[src/hdl/vcp_pkg.sv]
// Package for the video chip CPU port: transaction types, item kinds and
// register constants. No dependencies.
`timescale 1ns / 1ps

package vcp_pkg;

    localparam int DEFAULT_MEMORY_BYTES = 16'h4000;

    // Item kinds.
    localparam logic [2:0] KIND_DATA_WRITE    = 3'd0;
    localparam logic [2:0] KIND_CONTROL_WRITE = 3'd1;
    localparam logic [2:0] KIND_DATA_READ     = 3'd2;
    localparam logic [2:0] KIND_STATUS_READ   = 3'd3;
    localparam logic [2:0] KIND_FRAME_TICK    = 3'd4;

    // Control byte and register bits.
    localparam logic [7:0] CTRL_REG_SELECT  = 8'h80;
    localparam logic [7:0] CTRL_NO_PREFETCH = 8'h40;
    localparam logic [7:0] IRQ_ENABLE_BIT   = 8'h20;
    localparam logic [7:0] STATUS_VBLANK    = 8'h80;
    localparam logic [7:0] STATUS_KEEP_MASK = 8'h1f;
    localparam logic [2:0] IRQ_CTRL_REG     = 3'd1;

    localparam logic [7:0] CTRL_MASK [8] = '{
        8'h03, 8'hfb, 8'h0f, 8'hff, 8'h07, 8'h7f, 8'h07, 8'hff
    };

    typedef struct packed {
        logic [2:0] kind;
        logic [7:0] data_byte;
    } in_item_t;

    typedef struct packed {
        logic [7:0] read_data;
        logic       interrupt_line;
    } out_item_t;

endpackage

[src/hdl/vcp_obuf.sv]
// Two-entry result buffer between the port logic and the result channel.
// Depends on vcp_pkg.
`timescale 1ns / 1ps

module vcp_obuf (
    input  logic               aclk,
    input  logic               aresetn,
    input  logic               push,
    input  vcp_pkg::out_item_t push_data,
    output logic               has_space,
    output logic               m_valid,
    input  logic               m_ready,
    output vcp_pkg::out_item_t m_data
);

    vcp_pkg::out_item_t entry_reg [2];
    logic       wr_ptr_reg, wr_ptr_next;
    logic       rd_ptr_reg, rd_ptr_next;
    logic [1:0] count_reg, count_next;
    logic       pop;

    assign pop       = m_valid && m_ready;
    assign has_space = (count_reg != 2'd2);
    assign m_valid   = (count_reg != 2'd0);
    assign m_data    = entry_reg[rd_ptr_reg];

    always_comb begin
        wr_ptr_next = push ? ~wr_ptr_reg : wr_ptr_reg;
        rd_ptr_next = pop ? ~rd_ptr_reg : rd_ptr_reg;
        count_next  = count_reg + {1'b0, push} - {1'b0, pop};
    end

    always_ff @(posedge aclk) begin
        if (!aresetn) begin
            wr_ptr_reg <= 1'b0;
            rd_ptr_reg <= 1'b0;
            count_reg  <= 2'd0;
        end else begin
            wr_ptr_reg <= wr_ptr_next;
            rd_ptr_reg <= rd_ptr_next;
            count_reg  <= count_next;
        end
    end

    always_ff @(posedge aclk) begin
        if (push) begin
            entry_reg[wr_ptr_reg] <= push_data;
        end
    end

endmodule

[config.mk]
export PLATFORM = sky130hd
export DESIGN_NAME = vcp_obuf
export DESIGN_NICKNAME = d
export VERILOG_FILES = /design/src/hdl/vcp_pkg.sv /design/src/hdl/vcp_obuf.sv
export SDC_FILE = /design/constraint.sdc
export NUM_CORES = 1
export LEC_CHECK = 0
export BUFFER_PORTS_ARGS = -buffer_cell sky130_fd_sc_hd__buf_4
export CAP_MARGIN = 20
export CORE_MARGIN = 2
export CORE_UTILIZATION = 31
export CTS_CLUSTER_DIAMETER = 200
export DETAILED_ROUTE_END_ITERATION = 12
export PLACE_DENSITY = 0.51
export SLEW_MARGIN = 20
export SYNTH_ARGS = -nofsm -noshare
export SYNTH_HDL_FRONTEND = slang
export SYNTH_SLANG_ARGS = --single-unit
[constraint.sdc]
create_clock -name aclk -period 1.4 [get_ports aclk]
set_input_delay 0 -clock aclk [delete_from_list [all_inputs] [get_ports aclk]]
set_output_delay 0 -clock aclk [all_outputs]
set_load 0.01 [all_outputs]
==> run_results.csv, run 1 <==
group,metric,value,unit
placed_design,post_dp_cell_area,1129,um2
die,ioPinCount,24,
clocking,cts_sinks,23,
pwr,p_leak,0.5123,nW
clocking,cts_htree_levels,1,
yosys,synth_nets,66,
die,floorplan.initialDensity,32.63,%
yosys,ys_ff_latch,23,
job,cap_violations,0,
placed_design,hpwlAfterDp,996.2,um
route,num_vias,542,
layout,nets,108,
sta,setup_violations,0,
die,dieArea,3323,um2
critical_path,cp_num_buf_inv,1,
route,via_per_inst,4.407,
sta,worst_pin_slew,0.2274,ns
route,drc,0,
route,routedWlPerCell,12.20,um
layout,largest_register_ffs,18,
critical_path,crit_top_cell,"ha_4",
route,drtPass1Iterations,3,
sta,slew_viol_final,0,
sta,period_minus_slack,1.347,ns
grt,first_global_vias,551,
run_status,status,"finished clean",
die,core.rowCount,19,
placed_design,port_buffers,23,
yosys,yosysUniqueCellTypes,16,
route,drtAntennaViolNets,0,
critical_path,critPathLaunchType,"register",
grt,grt-ovfl-total,0,
critical_path,worstPathMaxFanout,2,
layout,stdcell_area,1299,um2
pwr,cellPowerDensity,1444,nW/um2
pwr,p_total,1.875,mW
layout,insertedDiodeCount,0,
clocking,cts_tree,"built",
yosys,yosysSeqAreaShare,71.81,%
yosys,synth_area,892.1,um2
sta,hold_viol,0,
clocking,cts_max_path_buffers,2,
critical_path,worst_ep_arrival_time,1.59,ns
critical_path,slowest_delay,0.35,ns
layout,drive_above_1_share,54.35,%
clocking,clkTransAtPathRegs,0.12,ns
grt,antenna_found_initial,0,
critical_path,cp.required,1.64,ns
sta,slew_headroom,84.84,%
clocking,worstSkewPairLatency,0.31,ns
grt,grt_max_degree,14,
route,drt_iter0_markers,17,
sta,timing.fmax,0.7426,GHz
sta,fin_crit_sh,96.19,%
pwr,ir_drop,0.0007303,V
route,wl,1.501,mm
yosys,yosysWarnings,0,
yosys,syn_area_per_cell,17.49,um2
grt,grt_pass1_wl,2.484,mm
sta,finClkSkew,0.01173,ns
critical_path,critPathSlowestCell,"dfxtp_2",
placed_design,gp_congestion,0.6795,
sta,tns,0,ns
die,core_area,2734,um2
die,die_h,57.65,um
sta,timing.hold.ws,0.04961,ns
clocking,numCtsBuffers,3,
clocking,cts-root-buf,"clkbuf_4",
critical_path,cp_top_family,"adder cells",
min_path,hold_class,"in -> reg",
yosys,netlist_instances,51,
critical_path,critPathKind,"reg -> reg",
die,dieWidth,57.65,um
layout,syn_to_final_growth,45.58,%
critical_path,cp_cell_sequence,"o21a_4, ha_4, inv_2, ha_4, xnor3_1, nor2b_2",
grt,grt_use_total,10.15,%
layout,utilization,47.51,%
critical_path,end_kind,"register",
==> synthesized netlist by cell type <==
master	instances	area (um2)
or2_2	1	6.260
nand2_1	2	7.510
and2_1	2	12.51
mux2_2	9	101.4
xnor3_1	1	22.52
buf_2	1	5.000
o21a_2	1	8.760
dfxtp_1	5	100.1
nor2b_1	2	12.51
inv_1	2	7.510
nand2b_1	1	6.260
nor2b_2	1	8.760
mux2i_1	2	20.02
edfxtp_1	18	540.5
o21a_1	1	7.510
ha_1	2	25.02
==> through the flow <==
stage,cells,setup slack [ns]
after floorplan,51,0.03115
after global placement,108,0.07824
after detailed placement,108,0.03067
after CTS,123,0.02173
after global routing,123,-0.006911
final,123,0.05339
==> worst paths after layout <==
| check | from | endpoint | slack, ns | cells past startpoint |
|---|---|---|---|---|
| worst max-delay path | count_reg[1] | count_reg[1] | 0.05 | 6 |
| worst min-delay path | push | wr_ptr_reg | 0.05 | 3 |
| worst max register to register | count_reg[1] | count_reg[1] | 0.05 | 6 |
| worst min register to register | rd_ptr_reg | rd_ptr_reg | 0.50 | 2 |
==> metal layers <==
layer	wire (um)	share of wire (%)	track usage [%]	vias to the layer above
li1	-	-	-	266
met1	661	44	12.45	261
met2	740	49	16.23	13
met3	83	5.5	3.125	2
met4	15	1.0	4.983	0
met5	0	0	0	-
==> cell usage in the layout (no fill, tap or decap), drive strengths merged <==
cell and instances:
and2 2, buf 28, clkbuf 3, clkinv 1
dfxtp 5, dlygate4sd3 10, edfxtp 18, ha 2
inv 2, mux2 9, mux2i 2, nand2 2
nand2b 1, nor2b 3, o21a 2, or2 1
xnor3 1
==> logic make-up (layout without fill, tap and decap cells) <==
| logic type | count (synthesis) | count (layout) | synth area share (%) |
|---|---|---|---|
| xor+xnor | 1 | 1 | 2.524 |
| compound gates | 2 | 2 | 1.824 |
| simple gates | 9 | 9 | 6.032 |
| flops | 23 | 23 | 71.81 |
| buf+inv | 3 | 44 | 1.402 |
| mux | 11 | 11 | 13.60 |
| fa+ha+maj | 2 | 2 | 2.805 |
==> tightest hold or removal path: stages <==
cell     delay (ns)
buf_4          0.11
nor2b_1        0.05
o21a_1         0.16
==> what timing repair did <==
action / 4_1_cts / 5_1_grt
pin swaps: 1 / 2
buffers inserted: 1 / 0
resized for setup: 5 / 3
hold buffers: 10 / 0
endpoints found under the setup margin: 10 / 1
endpoints found under the hold margin: 23 / 0
==> where the power goes <==
group | leakage [nW] | switching, mW | total (mW) | internal (mW)
clock network | 0.0177 | 0.195 | 0.301 | 0.106
registers | 0.211 | 0.0629 | 0.886 | 0.823
logic | 0.283 | 0.253 | 0.688 | 0.436
total | 0.512 | 0.511 | 1.88 | 1.36
==> cell type report <==
type                       count  area [um2]
fill                         250        1435
clock inverter                 1       5.005
clock buffer                   3       22.52
sequential                    23       644.4
multi-input combinational     25       270.3
tap                           31       38.79
timing repair buffer          38       310.3
inverter                       2       7.507
Power figures use the tool's default switching activity.
==> run 2, diff against run 1 <==
--- a/config.mk
+++ b/config.mk
@@ -5,13 +5,14 @@
 export SDC_FILE = /design/constraint.sdc
 export NUM_CORES = 1
 export LEC_CHECK = 0
+export ABC_AREA = 1
 export BUFFER_PORTS_ARGS = -buffer_cell sky130_fd_sc_hd__buf_4
 export CAP_MARGIN = 20
 export CORE_MARGIN = 2
 export CORE_UTILIZATION = 31
 export CTS_CLUSTER_DIAMETER = 200
 export DETAILED_ROUTE_END_ITERATION = 12
-export PLACE_DENSITY = 0.51
+export PLACE_DENSITY = 0.5
 export SLEW_MARGIN = 20
 export SYNTH_ARGS = -nofsm -noshare
 export SYNTH_HDL_FRONTEND = slang
==> run 2 against run 1 <==
Against the previous run:
- the flow now finishes with violations (design-rule violations)
- core utilization shrank 0.54 points
- first-iteration DRC count shrank 47%
- final area grew 1.4%
- largest power group unchanged
- register-to-register slack lost 0.02 ns
- critical endpoint unchanged
- clock skew shrank 0.010 ns
==> run_results.csv, run 2 <==
group,metric,value,unit
critical_path,end_kind,"register",
grt,grt_max_degree,13,
clocking,cts_sinks,23,
route,drtAntennaViolNets,0,
die,dieWidth,58.69,um
yosys,ys_ff_latch,23,
sta,timing.hold.ws,0.4279,ns
critical_path,critical_path_depth,8,
pwr,ir_drop,0.0007462,V
route,num_vias,584,
critical_path,worst_ep_arrival_time,1.57,ns
sta,timing.fmax,0.7336,GHz
layout,fillers,273,
layout,insertedDiodeCount,0,
critical_path,cp_cell_sequence,"nor2_2, nor2_2, ha_1, inv_1, ha_2, nand2_1, a21oi_2, nor2_1",
sta,setup_violations,0,
placed_design,post_dp_cell_area,1150,um2
pwr,p_leak,0.5739,nW
critical_path,cp_num_buf_inv,1,
clocking,cts_htree_levels,1,
clocking,cts_max_path_buffers,2,
min_path,hold_depth,2,
sta,slew_viol_final,0,
grt,grt-ovfl-total,0,
sta,rsz0062_at_grt,"yes",
yosys,yosysSeqAreaShare,69.10,%
job,cap_violations,0,
critical_path,cp_top_family,"adder cells",
yosys,yosysUniqueCellTypes,11,
pwr,cellPowerDensity,1388,nW/um2
layout,largest_register_ffs,18,
layout,utilization,46.97,%
layout,drive_above_1_share,44.34,%
layout,final_common_cell,"buf_4",
yosys,synth_nets,79,
run_status,violations,"design-rule violations",
sta,slew_headroom,73.66,%
yosys,synth_area,927.1,um2
layout,nets,122,
grt,grt_use_total,9.921,%
die,dieArea,3444,um2
placed_design,gp_congestion,0.6606,
yosys,synth-main-ff-cell,"edfxtp_1",
yosys,ys_top_cells_by_count,"edfxtp_1 (18), mux2_4 (9), nand2_1 (9)",
sta,worst_pin_slew,0.3946,ns
yosys,synth_async_sr_flop_share,0,%
run_status,status,"finished, violations left",
critical_path,reg2reg_from,"count_reg[1]",
critical_path,slowest_delay,0.34,ns
die,ioPinCount,24,
route,drt_iter0_markers,9,
clocking,numCtsBuffers,3,
critical_path,reg2reg_depth,8,
min_path,holdCritStartpoint,"push_data[5]",
layout,multiInputGateArea,256.5,um2
pwr,p_total,1.829,mW
yosys,synth_top_cell_by_area,"edfxtp_1",
clocking,cts_tree,"built",
yosys,syn_area_per_cell,14.49,um2
critical_path,critPathSlowestCell,"dfxtp_2",
die,core_area,2805,um2
sta,setup_slack,0.03678,ns
route,drc,2,
die,core.rowCount,19,
sta,finClkSkew,0.001446,ns
critical_path,worstPathMaxFanout,2,
layout,stdcell_area,1318,um2
yosys,ys_top_cells_by_area,"edfxtp_1 (58%), mux2_4 (15%), dfxtp_1 (11%)",
yosys,netlist_instances,64,
yosys,synth_top_cell_area_share,58.30,%
grt,grt_pass1_wl,2.546,mm
clocking,cts-root-buf,"clkbuf_4",
layout,regArea,643.1,um2
placed_design,post-place-cells,120,
route,via_per_inst,4.263,
route,routedWlPerCell,11.04,um
clocking,worstSkewPairLatency,0.30,ns
critical_path,rr_endpoint,"count_reg[1]",
min_path,hold_class,"in -> reg",
sta,tns,0,ns
sta,period_minus_slack,1.363,ns
critical_path,rrSetupSlack,0.04,ns
critical_path,cp.required,1.60,ns
layout,mostFrequentLayoutCells,"buf_4 (27), edfxtp_1 (18), dlygate4sd3_1 (12), mux2_4 (9), nand2_1 (8)",
sta,hold_viol,0,
placed_design,dp_slack,-0.02470,ns
critical_path,crit_top_cell,"nor2_2",
critical_path,critPathKind,"reg -> reg",
route,drtPass1Iterations,7,
grt,antenna_found_initial,0,
route,wl,1.512,mm
clocking,clkTransAtPathRegs,0.12,ns
yosys,yosysWarnings,0,
placed_design,hpwlAfterDp,1.031,mm
sta,fin_crit_sh,97.37,%
die,floorplan.initialDensity,33.05,%
grt,first_global_vias,605,
yosys,synth.most_common_cell,"edfxtp_1",
critical_path,critPathLaunchType,"register",
layout,syn_to_final_growth,42.10,%
placed_design,port_buffers,23,
layout,stdcell_count,137,
die,die_h,58.69,um
yosys,synth_edf_count,18,
min_path,worstHoldEndpoint,"entry_reg[1][5]",
[run 2: worst register-to-register path: stages (launching register included)]
cell	delay, ns
dfxtp_2	0.34
nor2_2	0.11
nor2_2	0.05
ha_1	0.27
inv_1	0.06
ha_2	0.17
nand2_1	0.09
a21oi_2	0.13
nor2_1	0.05
[run 2: timing repair]
| item | in CTS | in global routing |
|---|---|---|
| endpoints found under the hold margin | 23 | 0 |
| endpoints found under the setup margin | 1 | 1 |
| hold buffers | 12 | 0 |
| setup buffers | 0 | 1 |
| pin swaps | 1 | 3 |
| gates resized for setup | 2 | 5 |
[run 2: cells by family (layout without fill, tap and decap cells)]
logic type	Yosys count	count (layout)	share of synthesized area [%]
and+or+nand+nor	20	20	8.637
adders and majority gates	2	2	2.699
buffers and inverters	9	51	4.453
muxes	9	9	14.57
DFF	23	23	69.10
AOI/OAI and AO/OA	1	1	0.5393
[run 2: routing by layer]
layer  share of wire [%]  wire length, um  vias up  track usage, %
li1                    -                -      300               -
met1                  44              672      268           11.30
met2                  49              748       14           17.50
met3                 5.1               77        2           2.198
met4                0.86               13        0           4.870
met5                   0                0        -               0
[run 2: cell type report]
cell class,instances,area share [%]
flip-flops and latches,23,48.81
repair buffers,39,24.50
multi-input cells,32,19.47
well taps,31,2.944
inverters,8,2.279
clock buffers,4,1.994
[run 2: where the power goes]
group | leakage (nW) | total [mW] | switching [mW] | internal (mW)
Sequential | 0.211 | 0.852 | 0.0322 | 0.819
Combinational | 0.348 | 0.684 | 0.308 | 0.376
Clock | 0.0150 | 0.293 | 0.182 | 0.111
[run 2: worst max path at each step]
stage | start | to
2_1_floorplan | count_reg[1] | count_reg[1]
3_3_place_gp | count_reg[1] | count_reg[1]
3_5_place_dp | count_reg[1] | count_reg[1]
4_1_cts | count_reg[0] | count_reg[1]
5_1_grt | count_reg[1] | count_reg[1]
6_report | count_reg[1] | count_reg[1]
