File: src/hdl/vcp_pkg.sv
// Package for the video chip CPU port: transaction types, item kinds and
// register constants. No dependencies.
`timescale 1ns / 1ps

package vcp_pkg;

    localparam int DEFAULT_MEMORY_BYTES = 16'h4000;

    // Item kinds.
    localparam logic [2:0] KIND_DATA_WRITE    = 3'd0;
    localparam logic [2:0] KIND_CONTROL_WRITE = 3'd1;
    localparam logic [2:0] KIND_DATA_READ     = 3'd2;
    localparam logic [2:0] KIND_STATUS_READ   = 3'd3;
    localparam logic [2:0] KIND_FRAME_TICK    = 3'd4;

    // Control byte and register bits.
    localparam logic [7:0] CTRL_REG_SELECT  = 8'h80;
    localparam logic [7:0] CTRL_NO_PREFETCH = 8'h40;
    localparam logic [7:0] IRQ_ENABLE_BIT   = 8'h20;
    localparam logic [7:0] STATUS_VBLANK    = 8'h80;
    localparam logic [7:0] STATUS_KEEP_MASK = 8'h1f;
    localparam logic [2:0] IRQ_CTRL_REG     = 3'd1;

    localparam logic [7:0] CTRL_MASK [8] = '{
        8'h03, 8'hfb, 8'h0f, 8'hff, 8'h07, 8'h7f, 8'h07, 8'hff
    };

    typedef struct packed {
        logic [2:0] kind;
        logic [7:0] data_byte;
    } in_item_t;

    typedef struct packed {
        logic [7:0] read_data;
        logic       interrupt_line;
    } out_item_t;

endpackage

File: src/hdl/vcp_core.sv
// Port state and transaction decode: pointer, latch, interrupt control,
// status and read-ahead byte. Depends on vcp_pkg; drives vcp_vram.
`timescale 1ns / 1ps

module vcp_core #(
    parameter int ADDR_W = 14
) (
    input  logic               aclk,
    input  logic               aresetn,
    input  logic               accept,
    input  vcp_pkg::in_item_t  item,
    output vcp_pkg::out_item_t result,
    output logic               mem_wr_en,
    output logic [ADDR_W-1:0]  mem_addr,
    output logic [7:0]         mem_wdata,
    input  logic [7:0]         mem_rdata
);

    logic [ADDR_W-1:0] ptr_reg, ptr_next;
    logic [7:0]        prefetch_reg, prefetch_next;
    logic              pf_mem_reg, pf_mem_next;
    logic              latch_full_reg, latch_full_next;
    logic [7:0]        latch_byte_reg, latch_byte_next;
    logic [7:0]        irq_ctrl_reg, irq_ctrl_next;
    logic [7:0]        status_reg, status_next;
    logic              irq_reg, irq_next;
    logic [7:0]        pf_cur;
    logic [7:0]        masked;
    logic [15:0]       set_addr;
    logic [2:0]        reg_idx;

    // Only the register that holds the interrupt enable affects this port;
    // writes to the others are not held in this block.
    assign pf_cur   = pf_mem_reg ? mem_rdata : prefetch_reg;
    assign reg_idx  = item.data_byte[2:0];
    assign masked   = latch_byte_reg & vcp_pkg::CTRL_MASK[reg_idx];
    assign set_addr = {item.data_byte, latch_byte_reg};

    always_comb begin
        ptr_next        = ptr_reg;
        prefetch_next   = pf_cur;
        pf_mem_next     = 1'b0;
        latch_full_next = latch_full_reg;
        latch_byte_next = latch_byte_reg;
        irq_ctrl_next   = irq_ctrl_reg;
        status_next     = status_reg;
        irq_next        = irq_reg;
        mem_wr_en       = 1'b0;
        mem_addr        = ptr_reg;
        mem_wdata       = item.data_byte;
        result.read_data = 8'h00;
        if (accept) begin
            case (item.kind)
                vcp_pkg::KIND_DATA_WRITE: begin
                    mem_wr_en       = 1'b1;
                    ptr_next        = ptr_reg + ADDR_W'(1);
                    prefetch_next   = item.data_byte;
                    latch_full_next = 1'b0;
                end
                vcp_pkg::KIND_CONTROL_WRITE: begin
                    if (!latch_full_reg) begin
                        latch_byte_next = item.data_byte;
                        latch_full_next = 1'b1;
                    end else begin
                        latch_full_next = 1'b0;
                        if ((item.data_byte & vcp_pkg::CTRL_REG_SELECT) != 8'h00) begin
                            if (reg_idx == vcp_pkg::IRQ_CTRL_REG) begin
                                irq_ctrl_next = masked;
                                if (masked != irq_ctrl_reg
                                    && (masked & vcp_pkg::IRQ_ENABLE_BIT) != 8'h00
                                    && (status_reg & vcp_pkg::STATUS_VBLANK) != 8'h00) begin
                                    irq_next = 1'b1;
                                end
                            end
                        end else begin
                            ptr_next = set_addr[ADDR_W-1:0];
                            if ((item.data_byte & vcp_pkg::CTRL_NO_PREFETCH) == 8'h00) begin
                                mem_addr    = set_addr[ADDR_W-1:0];
                                pf_mem_next = 1'b1;
                                ptr_next    = set_addr[ADDR_W-1:0] + ADDR_W'(1);
                            end
                        end
                    end
                end
                vcp_pkg::KIND_DATA_READ: begin
                    result.read_data = pf_cur;
                    pf_mem_next      = 1'b1;
                    ptr_next         = ptr_reg + ADDR_W'(1);
                    latch_full_next  = 1'b0;
                end
                vcp_pkg::KIND_STATUS_READ: begin
                    result.read_data = status_reg;
                    status_next      = status_reg & vcp_pkg::STATUS_KEEP_MASK;
                    latch_full_next  = 1'b0;
                    irq_next         = 1'b0;
                end
                vcp_pkg::KIND_FRAME_TICK: begin
                    status_next = status_reg | vcp_pkg::STATUS_VBLANK;
                    if ((irq_ctrl_reg & vcp_pkg::IRQ_ENABLE_BIT) != 8'h00) begin
                        irq_next = 1'b1;
                    end
                end
                default: begin
                end
            endcase
        end
        result.interrupt_line = irq_next;
    end

    always_ff @(posedge aclk) begin
        if (!aresetn) begin
            ptr_reg        <= '0;
            prefetch_reg   <= 8'h00;
            pf_mem_reg     <= 1'b0;
            latch_full_reg <= 1'b0;
            latch_byte_reg <= 8'h00;
            irq_ctrl_reg   <= 8'h00;
            status_reg     <= 8'h00;
            irq_reg        <= 1'b0;
        end else begin
            ptr_reg        <= ptr_next;
            prefetch_reg   <= prefetch_next;
            pf_mem_reg     <= pf_mem_next;
            latch_full_reg <= latch_full_next;
            latch_byte_reg <= latch_byte_next;
            irq_ctrl_reg   <= irq_ctrl_next;
            status_reg     <= status_next;
            irq_reg        <= irq_next;
        end
    end

`ifndef SYNTHESIS
    a_status_clears: assert property (@(posedge aclk) disable iff (!aresetn)
        accept && item.kind == vcp_pkg::KIND_STATUS_READ
        |=> status_reg[7:5] == 3'b000 && !irq_reg)
        else $error("status read did not clear status bits and interrupt");

    a_tick_sets_vblank: assert property (@(posedge aclk) disable iff (!aresetn)
        accept && item.kind == vcp_pkg::KIND_FRAME_TICK |=> status_reg[7])
        else $error("frame tick did not set vertical blank");

    a_write_prefetch: assert property (@(posedge aclk) disable iff (!aresetn)
        accept && item.kind == vcp_pkg::KIND_DATA_WRITE
        |=> !pf_mem_reg && prefetch_reg == $past(item.data_byte))
        else $error("data write did not load the read-ahead byte");

    a_read_fetches: assert property (@(posedge aclk) disable iff (!aresetn)
        accept && item.kind == vcp_pkg::KIND_DATA_READ
        |=> pf_mem_reg && ptr_reg == $past(ptr_reg) + ADDR_W'(1))
        else $error("data read did not start a fetch and advance the pointer");
`endif

endmodule

File: config.mk
export PLATFORM = sky130hd
export DESIGN_NAME = vcp_core
export DESIGN_NICKNAME = d
export VERILOG_FILES = /design/src/hdl/vcp_pkg.sv /design/src/hdl/vcp_core.sv
export SDC_FILE = /design/constraint.sdc
export NUM_CORES = 1
export LEC_CHECK = 0
export ABC_AREA = 1
export BUFFER_PORTS_ARGS = -buffer_cell sky130_fd_sc_hd__buf_2
export CAP_MARGIN = 10
export CORE_MARGIN = 5
export CORE_UTILIZATION = 60
export CTS_CLUSTER_SIZE = 12
export DETAILED_ROUTE_END_ITERATION = 10
export PLACE_DENSITY = 0.86
export SETUP_SLACK_MARGIN = 0.1
export SLEW_MARGIN = 40
export SYNTH_ARGS = -nofsm -noshare
export SYNTH_HDL_FRONTEND = slang
export SYNTH_SLANG_ARGS = --single-unit
export TNS_END_PERCENT = 100
File: constraint.sdc
create_clock -name aclk -period 2.35 [get_ports aclk]
set_input_delay 0.235 -clock aclk [delete_from_list [all_inputs] [get_ports aclk]]
set_output_delay 0.235 -clock aclk [all_outputs]
set_load 0.1 [all_outputs]
==> impl_metrics.toml, run 1 <==
[placed_design]
gp_congestion = 0.9078
portBuffers = 53
hpwl_um = 5363

[logic_synthesis]
yosysUniqueCellTypes = 36
yosys_register_bits = 42
syn-num-nets = 473
yosysWarnings = 0
synth_top_cell_by_area = "dfxtp_1"
synth_seq_area_share_pct = 29.81
synth_area_sq_um = 2820
postSynthAreaPerCell_sq_um = 6.281
netlist_instances = 449
synth.area.top_cells = "dfxtp_1, nand2_1, o21ai_0"
yosysTopAreaCellShare_pct = 29.81

[setup_path]
path_cells = "nand2_1 -> nand2_1 -> nand2_1 -> nand2_1 -> nor2_1 -> nand3_1 -> nand2_1 -> nand2_1 -> nand2_1 -> nand2_1 -> nand2_1 -> inv_1 -> buf_12"
crit_path_end_kind = "primary output"
crit_path_top_delay_cell = "dfxtp_1"
worstPathRequired_ps = 2120
critPathMaxFanout = 10
critPathLaunchType = "flip-flop"
cpPeakStageDelay_ps = 560
path_class = "reg2out"
crit_buf_inv = 2
crit_family = "simple AND/OR/NAND/NOR gates"
arrival_ps = 1820
cpMostUsedCell = "nand2_1"

[cts]
worstSkewPairLatency_ps = 300
clock-sinks = 42
root_buffer = "clkbuf_8"
cts_hold_buf = 0
clock_path_buffers = 2
cts-buffers-inserted = 5
htree_levels = 2
cts_tree = "done"
clk_pin_slew_worst_paths_ps = 90

[timing]
hold_viol = 0
rsz0062_at_grt = "false"
drv_slew = 0
max_freq_mhz = 487.1
tns_ps = 0
setup_violations = 0
max_slew_margin_pct = 61.62
tightestPinTransition_ps = 575.6
fin_skew_ps = 6.214
final.period_utilization_pct = 87.37
fin_crit_ps = 2053

[route]
drt_iter0_drc = 270
wl_um = 7369
ant_nets = 0
dr.pass1.iters = 5
via_count = 3053
drcViolationCount = 0
wl_per_cell_um = 13.60
via_per_inst = 5.633

[global_routing]
grt_max_degree = 37
grt_util_all_layers_pct = 24.45
grt_pass1_wl_um = 12460
grt_pass1_vias = 2843
gr-total-overflow = 0
antenna_found_initial = 0

[cells_and_area]
final_cell_mix = "nand2_1, inv_1, o21ai_0, a21oi_1, dfxtp_1"
final_common_cell = "nand2_1"
final_net_count = 511
drive_gt1_share_pct = 19.88
area_growth_pct = 18.81
nFillCells = 365
diodes = 0
largest_reg_flops = 14

[floorplan]
ios = 54
rows = 25
die_width_um = 78.56
die_h_um = 78.56
die_area_sq_um = 6172
core_sq_um = 4629
start_util_pct = 60.92

[min_path]
hold_class = "in2reg"

[power]
vdd_drop_max_v = 0.0004621
total_power_mw = 1.677
p_leak_nw = 1.515
power.density_nw_per_um2 = 500.5

[status]
status = "finished clean"

[run]
cap_violations = 0
==> metrics by stage <==
step                      instance area [sq um]  hold slack [ps]  setup WS [ps]  std cells  utilization, %
after floorplan                            2843            373.3         -253.3        449               -
after global placement                     3259            450.1          518.0        534           70.41
after detailed placement                   3259            462.0          431.8        534           70.41
after CTS                                  3349            222.1          301.2        542           72.35
after global routing                       3351            226.8          129.7        542           72.38
final                                      3351            226.9          296.8        542           72.38
==> synthesized netlist by cell type <==
cell and n:
inv_4 1, xnor2_1 1, inv_1 62, nand3_2 2
nor3_1 8, clkbuf_2 1, nand3_1 27, nor2_4 3
o21ai_2 1, o21ai_1 10, o21ai_0 58, nor3_4 1
nor2_2 4, buf_2 7, a21oi_2 1, clkinv_1 1
nor2_1 31, o211ai_1 1, nand3b_1 2, a21oi_1 41
o31ai_1 1, o22ai_1 1, or2_2 2, a31oi_1 5
dfxtp_1 42, buf_6 4, nand2_2 1, nor3_2 3
a211oi_2 1, buf_4 9, inv_2 5, nand4_1 6
ha_1 2, nand2_1 94, clkbuf_1 5, xor2_1 5
==> power by group <==
group / leakage (nW) / switching, mW / internal, mW
clock: 0.0441 / 0.267 / 0.209
sequential: 0.342 / 0.0281 / 0.737
combinational: 1.13 / 0.312 / 0.124
total: 1.51 / 0.607 / 1.07
==> logic make-up after synthesis <==
group | after synthesis | share of synthesized area, %
AND/OR/NAND/NOR | 184 | 29.81
flip-flops | 42 | 29.81
buffers and inverters | 95 | 15.35
adder cells (fa/ha/maj) | 2 | 0.8872
XOR/XNOR | 6 | 1.863
AO/OA/AOI/OAI | 120 | 22.27
==> area by class of cell <==
type                       count  area (sq um)  area share, %
clock buffer                   5         68.82          2.054
clock inverter                 3         21.27         0.6348
inverter                      69         261.5          7.804
multi-input combinational    312          1569          46.83
sequential                    42         842.1          25.13
tap                           54         67.56          2.016
timing repair buffer          57         520.5          15.53
==> worst min-delay path, cell delays in order <==
cell and delay, ps:
buf_2 130, nand2_1 70, a21oi_1 50
==> routing by layer <==
metal,share of wire (%),up-vias,wire (um),global-route usage (%)
met4,2.4,0,178,9.965
met3,7.3,19,541,3.670
met2,49,127,3610,41.77
met1,41,1375,3039,30.58
met5,0,-,0,0
li1,-,1532,-,-
==> path summary, 6_finish.rpt <==
check                                       from                         end  slack (ps)  cells after the start
setup / recovery  latch_byte_reg[6]$_SDFFE_PN0P_                   result[0]         300                     13
hold reg to reg       status_reg[7]$_SDFFE_PN0P_  status_reg[7]$_SDFFE_PN0P_         470                      2
setup reg to reg         ptr_reg[0]$_SDFFE_PN0P_    ptr_reg[12]$_SDFFE_PN0P_         640                     10
hold / removal                            accept  status_reg[7]$_SDFFE_PN0P_         230                      3
==> repair_timing <==
item | 4_1_cts | 5_1_grt
endpoints found under the setup margin | 0 | 1
buffers inserted | 0 | 0
hold endpoints to repair | 0 | 0
gates resized for setup | 0 | 1
No activity file was read; power rests on OpenSTA's default activity.
==> run 2: changes to the inputs <==
Settings changed: BUFFER_PORTS_ARGS -buffer_cell sky130_fd_sc_hd__buf_2 to -buffer_cell sky130_fd_sc_hd__buf_4.
==> run 2 against run 1 <==
  * Critical path depth increased by 1
  * Largest power group unchanged
  * First-iteration DRC count increased by 11%
  * Critical path type unchanged
  * Die area unchanged
  * Non-clock buffer count unchanged
  * Sequential cell count unchanged
  * Wire length increased by 1.4%
==> impl_metrics.toml, run 2 (same netlist as run 1, synthesis figures left out) <==
[status]
status = "finished clean"

[cts]
post_cts_buffers = 0
clock_path_buffers = 2
cts-buffers-inserted = 5
clock-sinks = 42
cts_tree = "done"
worstSkewPairLatency_ps = 300
clk_pin_slew_worst_paths_ps = 80
root_buffer = "clkbuf_8"
htree_levels = 2

[timing]
hold_viol = 0
max_freq_mhz = 493.2
final.period_utilization_pct = 86.28
fin_skew_ps = 3.628
rsz0062_at_grt = "false"
holdWs_ps = 221.0
setup_violations = 0
max_slew_margin_pct = 67.93
fin_crit_ps = 2028
drv_slew = 0
tightestPinTransition_ps = 479.6

[floorplan]
die_area_sq_um = 6172
core_sq_um = 4629
start_util_pct = 60.92
die_width_um = 78.56
ios = 54
die_h_um = 78.56
rows = 25

[setup_path]
arrival_ps = 1790
rr_startpoint = "ptr_reg[0]$_SDFFE_PN0P_"
worstPathRequired_ps = 2120
r2r_cells = 10
crit_path_end_kind = "primary output"
path_class = "reg2out"
critPathLaunchType = "flip-flop"
reg2reg_to = "ptr_reg[12]$_SDFFE_PN0P_"
crit_start = "latch_byte_reg[1]$_SDFFE_PN0P_"
critPathMaxFanout = 5
r2r_slack_ps = 580

[cells_and_area]
area_growth_pct = 16.28
seq_area_sq_um = 843.3
postLayoutCellArea_sq_um = 3279
final_cell_mix = "nand2_1, inv_1, buf_4, o21ai_0, a21oi_1"
diodes = 0
drive_gt1_share_pct = 19.88
multiInputGateArea_sq_um = 1569
largest_reg_flops = 14
final_net_count = 511
nFillCells = 394
final_common_cell = "nand2_1"

[power]
p_clk_share_pct = 33.1
p_sw_share_pct = 34.04
p_sw_mw = 0.5985
power_frac_seq_pct = 43.5
vdd_drop_max_v = 0.0003786
internal_power_mw = 1.160
p_comb_share_pct = 23.3
total_power_mw = 1.758
p_leak_nw = 1.501
power.density_nw_per_um2 = 536.1

[min_path]
hold_start = "accept"
hold_end = "status_reg[7]$_SDFFE_PN0P_"
hold_class = "in2reg"
min_path_cells = 3

[global_routing]
grt_max_degree = 37
antenna_found_initial = 0
grt_util_all_layers_pct = 24.83
grt_pass1_vias = 2740
gr-total-overflow = 0
grt_pass1_wl_um = 12560

[run]
cap_violations = 0

[placed_design]
portBuffers = 53
placed_cell_area_sq_um = 3167
hpwl_um = 5541
gp_congestion = 0.9384

[route]
wl_per_cell_um = 13.79
via_count = 3067
wl_um = 7472
ant_nets = 0
dr.pass1.iters = 5
drt_iter0_drc = 299
via_per_inst = 5.659
drcViolationCount = 0
==> run 2: how the worst max path moves through the flow <==
stage / endpoint / depth (start not counted)
6_report: result[0] / 14
5_1_grt: result[0] / 14
4_1_cts: result[0] / 13
3_5_place_dp: result[0] / 13
3_3_place_gp: result[0] / 13
2_1_floorplan: mem_addr[4] / 6
==> run 2: area by class of cell <==
class	instances	area share, %
clock buffers	6	2.213
inverters	69	7.974
clock inverters	2	1.145
well taps	54	2.060
multi-input cells	312	47.84
flip-flops and latches	42	25.72
repair buffers	57	13.05
==> run 2: worst max-delay path, stage by stage, from the launching register on <==
cell and delay [ps]:
dfxtp_1 410, inv_1 120, nand2_1 70, nand2_1 50
nor2_1 80, nand2_1 60, nor2_1 100, nand3_1 80
nand2_1 60, nand2_1 50, nand2_1 50, nand2_1 50
nand2_1 70, inv_1 50, buf_4 220
==> run 2: power groups by stage <==
stage	Sequential [mW]	Clock, mW	Combinational (mW)
after CTS	0.764	0.591	0.409
after detailed placement	0.781	0	0.408
final	0.766	0.582	0.410
after global placement	0.780	0	0.401
after global routing	0.770	0.623	0.440
after floorplan	0.771	0	0.321
==> run 2: repair_timing <==
action,4_1_cts,5_1_grt
setup endpoints to repair,0,1
gates resized for setup,0,2
hold buffers,0,0
==> run 2: metal layers <==
layer | global-route usage [%] | up-vias | part of all wire (%)
met1 | 32.51 | 1375 | 41
met5 | 0 | - | 0
met4 | 7.168 | 0 | 2.2
met3 | 5.734 | 20 | 8.8
li1 | - | 1524 | -
met2 | 40.58 | 148 | 48
==> run 2: through the flow <==
stage               instances  TNS (ps)  utilization, %  worst slack (ps)
floorplan                 449     -1806               -            -253.3
global placement          534         0           68.41             484.2
detailed placement        534         0           68.41             421.5
CTS                       542         0           70.78             235.0
global route              542         0           70.84             104.8
finish                    542         0           70.84             322.4
